`src/rtl/core/aat_pkg.sv`:
```
`timescale 1ns / 1ps

package aat_pkg;

    // Coordinate and coefficient formats (signed, FRAC_BITS fraction bits).
    localparam int COORD_W   = 32;
    localparam int COEF_W    = 32;
    localparam int FRAC_BITS = 16;
    localparam int PROD_W    = COORD_W + COEF_W;
    // Three products plus the scaled translation need two extra bits.
    localparam int SUM_W     = PROD_W + 2;
    localparam int NUM_AXES  = 3;

    localparam int CFG_W     = 2 * COEF_W;
    localparam int NUM_CFG   = 6;
    localparam int CFG_IDX_W = 3;

    // Queue between front and back; must be a power of two.
    localparam int QUEUE_DEPTH = 4;

    typedef logic signed [COORD_W-1:0] t_coord;
    typedef logic signed [COEF_W-1:0]  t_coef;
    typedef logic signed [PROD_W-1:0]  t_prod;
    typedef logic signed [SUM_W-1:0]   t_sum;
    typedef logic [CFG_W-1:0]          t_cfg;
    typedef logic [CFG_IDX_W-1:0]      t_cfg_idx;
    typedef logic [1:0]                t_op;

    localparam t_op OP_POINT      = 2'd0;
    localparam t_op OP_POINT_LAST = 2'd1;
    localparam t_op OP_BOX        = 2'd2;

    localparam t_cfg_idx REG_ROW0_COLS01 = 3'd0;
    localparam t_cfg_idx REG_ROW0_COLS23 = 3'd1;
    localparam t_cfg_idx REG_ROW1_COLS01 = 3'd2;
    localparam t_cfg_idx REG_ROW1_COLS23 = 3'd3;
    localparam t_cfg_idx REG_ROW2_COLS01 = 3'd4;
    localparam t_cfg_idx REG_ROW2_COLS23 = 3'd5;

    // Identity matrix, no translation.
    localparam t_cfg CFG_RESET [NUM_CFG] = '{
        64'h0000_0000_0001_0000, 64'h0, 64'h0001_0000_0000_0000,
        64'h0, 64'h0, 64'h0000_0000_0001_0000
    };

    // One classified item as it waits in the queue.
    typedef struct packed {
        t_op                   op;
        t_coord [NUM_AXES-1:0] a;
        t_coord [NUM_AXES-1:0] b;
    } t_item;

endpackage

```
`src/rtl/core/aat_in_if.sv`:
```
`timescale 1ns / 1ps

interface aat_in_if;
    logic                 valid;
    logic                 ready;
    logic                 action;
    aat_pkg::t_coord      first_x;
    aat_pkg::t_coord      first_y;
    aat_pkg::t_coord      first_z;
    aat_pkg::t_coord      second_x;
    aat_pkg::t_coord      second_y;
    aat_pkg::t_coord      second_z;
    logic                 last;

    modport source (
        output valid, action, first_x, first_y, first_z,
               second_x, second_y, second_z, last,
        input  ready
    );
    modport sink (
        input  valid, action, first_x, first_y, first_z,
               second_x, second_y, second_z, last,
        output ready
    );
endinterface

```
`src/rtl/core/aat_front.sv`:
```
`timescale 1ns / 1ps

module aat_front (
    input  logic            i_clk,
    input  logic            i_rst_n,
    aat_in_if.sink          i_in,
    output logic            o_item_valid,
    output aat_pkg::t_item  o_item,
    input  logic            i_item_ready
);

    localparam int PTR_W = $clog2(aat_pkg::QUEUE_DEPTH);
    localparam int CNT_W = $clog2(aat_pkg::QUEUE_DEPTH + 1);

    aat_pkg::t_item r_mem [aat_pkg::QUEUE_DEPTH];
    logic [PTR_W-1:0] r_wptr;
    logic [PTR_W-1:0] r_rptr;
    logic [CNT_W-1:0] r_cnt;
    logic [CNT_W-1:0] n_cnt;
    aat_pkg::t_item   w_entry;
    logic             push;
    logic             pop;

    // Classify the incoming beat; a box ignores last.
    always_comb begin
        if (i_in.action) begin
            w_entry.op = aat_pkg::OP_BOX;
        end else if (i_in.last) begin
            w_entry.op = aat_pkg::OP_POINT_LAST;
        end else begin
            w_entry.op = aat_pkg::OP_POINT;
        end
        w_entry.a = {i_in.first_z, i_in.first_y, i_in.first_x};
        w_entry.b = {i_in.second_z, i_in.second_y, i_in.second_x};
    end

    assign i_in.ready   = (r_cnt != CNT_W'(aat_pkg::QUEUE_DEPTH));
    assign o_item_valid = (r_cnt != '0);
    assign o_item       = r_mem[r_rptr];
    assign push         = i_in.valid && i_in.ready;
    assign pop          = o_item_valid && i_item_ready;
    assign n_cnt        = r_cnt + CNT_W'(push) - CNT_W'(pop);

    always_ff @(posedge i_clk) begin
        if (!i_rst_n) begin
            r_wptr <= '0;
            r_rptr <= '0;
            r_cnt  <= '0;
        end else begin
            if (push) begin
                r_wptr <= r_wptr + PTR_W'(1);
            end
            if (pop) begin
                r_rptr <= r_rptr + PTR_W'(1);
            end
            r_cnt <= n_cnt;
        end
    end

    always_ff @(posedge i_clk) begin
        if (push) begin
            r_mem[r_wptr] <= w_entry;
        end
    end

endmodule

```
`src/flat_wrapper.sv`:
```
// flat-port wrapper written by rule: the top's interface ports become plain ports
module aat_front_flat 
  (i_clk, i_rst_n, o_item_valid, o_item, i_item_ready, i_in_valid, i_in_action, i_in_first_x, i_in_first_y, i_in_first_z, i_in_second_x, i_in_second_y, i_in_second_z, i_in_last, i_in_ready);
  aat_in_if i_in_i ();
  input  logic i_clk;
  input  logic i_rst_n;
  output logic o_item_valid;
  output aat_pkg::t_item o_item;
  input  logic i_item_ready;
  input wire logic [$bits(i_in_i.valid)-1:0] i_in_valid;
  input wire logic [$bits(i_in_i.action)-1:0] i_in_action;
  input wire logic [$bits(i_in_i.first_x)-1:0] i_in_first_x;
  input wire logic [$bits(i_in_i.first_y)-1:0] i_in_first_y;
  input wire logic [$bits(i_in_i.first_z)-1:0] i_in_first_z;
  input wire logic [$bits(i_in_i.second_x)-1:0] i_in_second_x;
  input wire logic [$bits(i_in_i.second_y)-1:0] i_in_second_y;
  input wire logic [$bits(i_in_i.second_z)-1:0] i_in_second_z;
  input wire logic [$bits(i_in_i.last)-1:0] i_in_last;
  output wire logic [$bits(i_in_i.ready)-1:0] i_in_ready;
  assign i_in_i.valid = i_in_valid;
  assign i_in_i.action = i_in_action;
  assign i_in_i.first_x = i_in_first_x;
  assign i_in_i.first_y = i_in_first_y;
  assign i_in_i.first_z = i_in_first_z;
  assign i_in_i.second_x = i_in_second_x;
  assign i_in_i.second_y = i_in_second_y;
  assign i_in_i.second_z = i_in_second_z;
  assign i_in_i.last = i_in_last;
  assign i_in_ready = i_in_i.ready;
  aat_front u_core (.i_clk(i_clk), .i_rst_n(i_rst_n), .i_in(i_in_i), .o_item_valid(o_item_valid), .o_item(o_item), .i_item_ready(i_item_ready));
endmodule
```
`config.mk`:
```
export PLATFORM = sky130hd
export DESIGN_NAME = aat_front_flat
export DESIGN_NICKNAME = d
export VERILOG_FILES = /design/src/rtl/core/aat_pkg.sv /design/src/rtl/core/aat_in_if.sv /design/src/rtl/core/aat_front.sv /design/src/flat_wrapper.sv
export SDC_FILE = /design/constraint.sdc
export NUM_CORES = 1
export LEC_CHECK = 0
export ABC_AREA = 1
export BUFFER_PORTS_ARGS = -buffer_cell sky130_fd_sc_hd__buf_4
export CAP_MARGIN = 40
export CORE_MARGIN = 10
export CORE_UTILIZATION = 50
export DETAILED_ROUTE_END_ITERATION = 12
export GPL_ROUTABILITY_DRIVEN = 0
export PLACE_DENSITY = 0.84
export SLEW_MARGIN = 20
export SYNTH_ARGS = -nofsm -noshare
export SYNTH_HDL_FRONTEND = slang
export SYNTH_SLANG_ARGS = --single-unit
```
`constraint.sdc`:
```
create_clock -name i_clk -period 12.8 [get_ports i_clk]
set_clock_uncertainty 0.2 [all_clocks]
set_input_delay 3.2 -clock i_clk [delete_from_list [all_inputs] [get_ports i_clk]]
set_output_delay 3.2 -clock i_clk [all_outputs]
set_load 0.02 [all_outputs]
```
==> metrics.csv <==
stage,metric,value,unit
outcome,status,completed,
finish,Fill cells,3952,
detailed_routing,Antenna Nets Post-Route,0,
placed_design,dpl hpwl,42800,um
pwr,Tot Pwr,7.35,mW
cts,H-tree Lvls,3,
die,DIE WIDTH,261,um
cts,clock-pin slew on the worst setup and hold paths,0.06,ns
yosys,"Seq/Total Area, Yosys",80.8,%
die,Cell Rows,88,
grt,vias in the first global route,17900,
die,Initial Utilization,50.4,%
detailed_routing,via count,18200,
yosys,number of distinct library cells after synthesis,19,
cts,total clock sinks,785,
cts,setup repair bufs after CTS,0,
sta,setup violators final,0,
critical_path,worst endpoint required time,9.40,ns
pwr,combinational share of power,27.8,%
detailed_routing,residual DRC count,0,
finish,layout cells sized above 1,22.9,%
critical_path,Worst setup EP type,output pin,
cts,clock root buffer,clkbuf_16,
grt,gr ovfl total,0,
yosys,syn nets,2149,
pwr,Cell Pwr Density,208,mW/mm^2
detailed_routing,routed wire length per instance,22.5,um
hold_path,Hold Crit Depth,2,
yosys,fraction of registers with async set/reset,0,%
cts,CTS Buf Count,77,
pwr,internal power,5.00,mW
sta,fin. max-slew vios,0,
yosys,"EDFF count, synth",776,
die,die area,0.0681,mm^2
critical_path,critical path peak fanout,90,
pwr,VDD IR max,0.165,mV
yosys,cell area after synthesis,0.0290,mm^2
cts,CTS-repair resized insts,0,
pwr,sw power,2.35,mW
pwr,Sw Ratio,32.0,%
critical_path,CP Class,register to output pin,
detailed_routing,Via density,5.76,
critical_path,worst reg2reg startpoint,u_core.r_cnt[1],
cts,Worst-Skew Late Latency,0.60,ns
critical_path,"Arr. time, crit path",3.64,ns
grt,Total GRT Usage,19.8,%
finish,fin nets,2532,
critical_path,r2r endpoint,u_core.r_mem[3][106],
grt,initial antenna violation count,7,
sta,minimum clock period,7.04,ns
cts,CTS Hold Bufs,0,
cts,clk buf depth,3,
critical_path,Critical Path Start Type,register,
critical_path,Worst R2R Path Depth,7,
yosys,"FF+latch count, synth",785,
yosys,Synth Warn #,0,
grt,first-pass GRT wire length,104000,um
grt,largest net degree at the start of global routing,220,
placed_design,port buffer count,393,
sta,f_max,142,MHz
yosys,post-synthesis instance total,1944,
finish,synthesis-to-layout area growth,21.5,%
sta,Final TNS setup,0,ns
die,Core ar.,0.0576,mm^2
sta,RSZ-0062 raised after global routing,false,
yosys,ys flop type,edfxtp_1,
die,Ports,394,
hold_path,Worst Hold End,u_core.r_rptr[0],
cts,CTS tree,yes,
flow_run,max cap viols,0,
hold_path,hold crit path type,register to register,
sta,worst rel slew slack,43.2,%
detailed_routing,Routed Wire Length,70900,um
pwr,Clk pwr share,28.5,%
pwr,P_leak,12.3,nW
finish,most frequent cells in the layout,"edfxtp_1, buf_4, nor2_1, o21ai_0, o22ai_1",
detailed_routing,DRT iter0 DRCs,2126,
die,Die Span Y,261,um
sta,Final Hold Vio Count,0,
yosys,Mean Syn Cell Area,14.9,um^2
sta,part of the cycle the worst path needs,55.0,%
critical_path,flop-to-flop setup slack,9.15,ns
finish,"commonest non-fill, non-tap cell in the layout",edfxtp_1,
hold_path,hold path startpoint,u_core.r_rptr[0],
sta,Worst Max-Slew Pin Slew,0.852,ns
pwr,Flop pwr share,43.7,%
detailed_routing,TritonRoute pass-1 iters,5,
through the flow:
step	utilization, %	worst slack (ns)	instances	cell area, um^2	hold slack [ns]
after global placement	56.5	6.26	2997	32500	0.254
final	61.3	5.76	3155	35300	0.292
after detailed placement	57.0	6.10	3009	32800	0.282
after CTS	61.1	5.44	3148	35200	0.295
after global routing	61.3	5.57	3155	35300	0.314
after floorplan	-	0.481	1944	29000	0.248
power by group through the flow:
| stage | clock (mW) | combinational, mW | sequential (mW) |
|---|---|---|---|
| CTS | 2.13 | 2.01 | 3.23 |
| detailed placement | 0 | 2.00 | 3.28 |
| global route | 2.24 | 2.18 | 3.23 |
| global placement | 0 | 1.91 | 3.27 |
| floorplan | 0 | 1.14 | 3.33 |
| finish | 2.10 | 2.04 | 3.21 |
final cells by class:
| class | instances | area [um^2] | share of cell area [%] |
|---|---|---|---|
| clock inverter | 43 | 295 | 0.837 |
| inverter | 19 | 86.3 | 0.245 |
| antenna | 3 | 7.51 | 0.0213 |
| clock buffer | 96 | 2040 | 5.78 |
| timing repair buffer | 431 | 3530 | 9.99 |
| tap | 765 | 957 | 2.71 |
| multi-input combinational | 1013 | 4890 | 13.9 |
| sequential | 785 | 23500 | 66.6 |
sequential cells by signal, indices dropped and copies added (netlist names), named ones only:
register / flops
u_core.r_cnt: 3
u_core.r_rptr: 2
u_core.r_mem: 776
u_core.r_wptr: 2
worst max-delay path, cell delays in order, from the launching register on:
cell,delay (ns)
dfxtp_4,0.44
buf_16,0.31
buf_4,0.67
buf_4,0.77
o21ai_0,0.27
o22ai_1,0.26
buf_4,0.18
synthesized netlist by cell type, types with 6 or more instances:
library cell    n  area [um^2]
o21ai_0       335         1680
o22ai_1       194         1210
buf_2          48          240
edfxtp_1      776        23300
nand2_1        13         48.8
clkbuf_1       58          218
ha_1            6         75.1
dfxtp_1         9          180
buf_4          17          128
nor2_1        401         1510
inv_1          17         63.8
o21ai_1        54          270
logic make-up after synthesis:
group                    Yosys count  share of synthesized area [%]
AO/OA/AOI/OAI                    589                           11.0
adder cells (fa/ha/maj)            7                          0.327
buffers and inverters            146                           2.43
flip-flops                       785                           80.8
AND/OR/NAND/NOR                  417                           5.40
how the worst max path moves through the flow:
stage / from / endpoint / slack [ns]
after CTS: register / o_item[70] / 5.44
final: register / o_item[98] / 5.76
after floorplan: i_in_valid / u_core.r_mem[0][0] / 0.48
after detailed placement: register / o_item[70] / 6.10
after global routing: register / o_item[151] / 5.57
after global placement: register / o_item[71] / 6.26
metal layers:
| metal | part of all wire [%] | wire [um] | global-route usage (%) |
|---|---|---|---|
| met5 | 0.062 | 44 | 0 |
| met4 | 3.0 | 2090 | 7.96 |
| met3 | 8.8 | 6270 | 4.76 |
| met2 | 52 | 36800 | 34.2 |
| met1 | 36 | 25700 | 23.7 |
(Power assumes the default switching activity.)
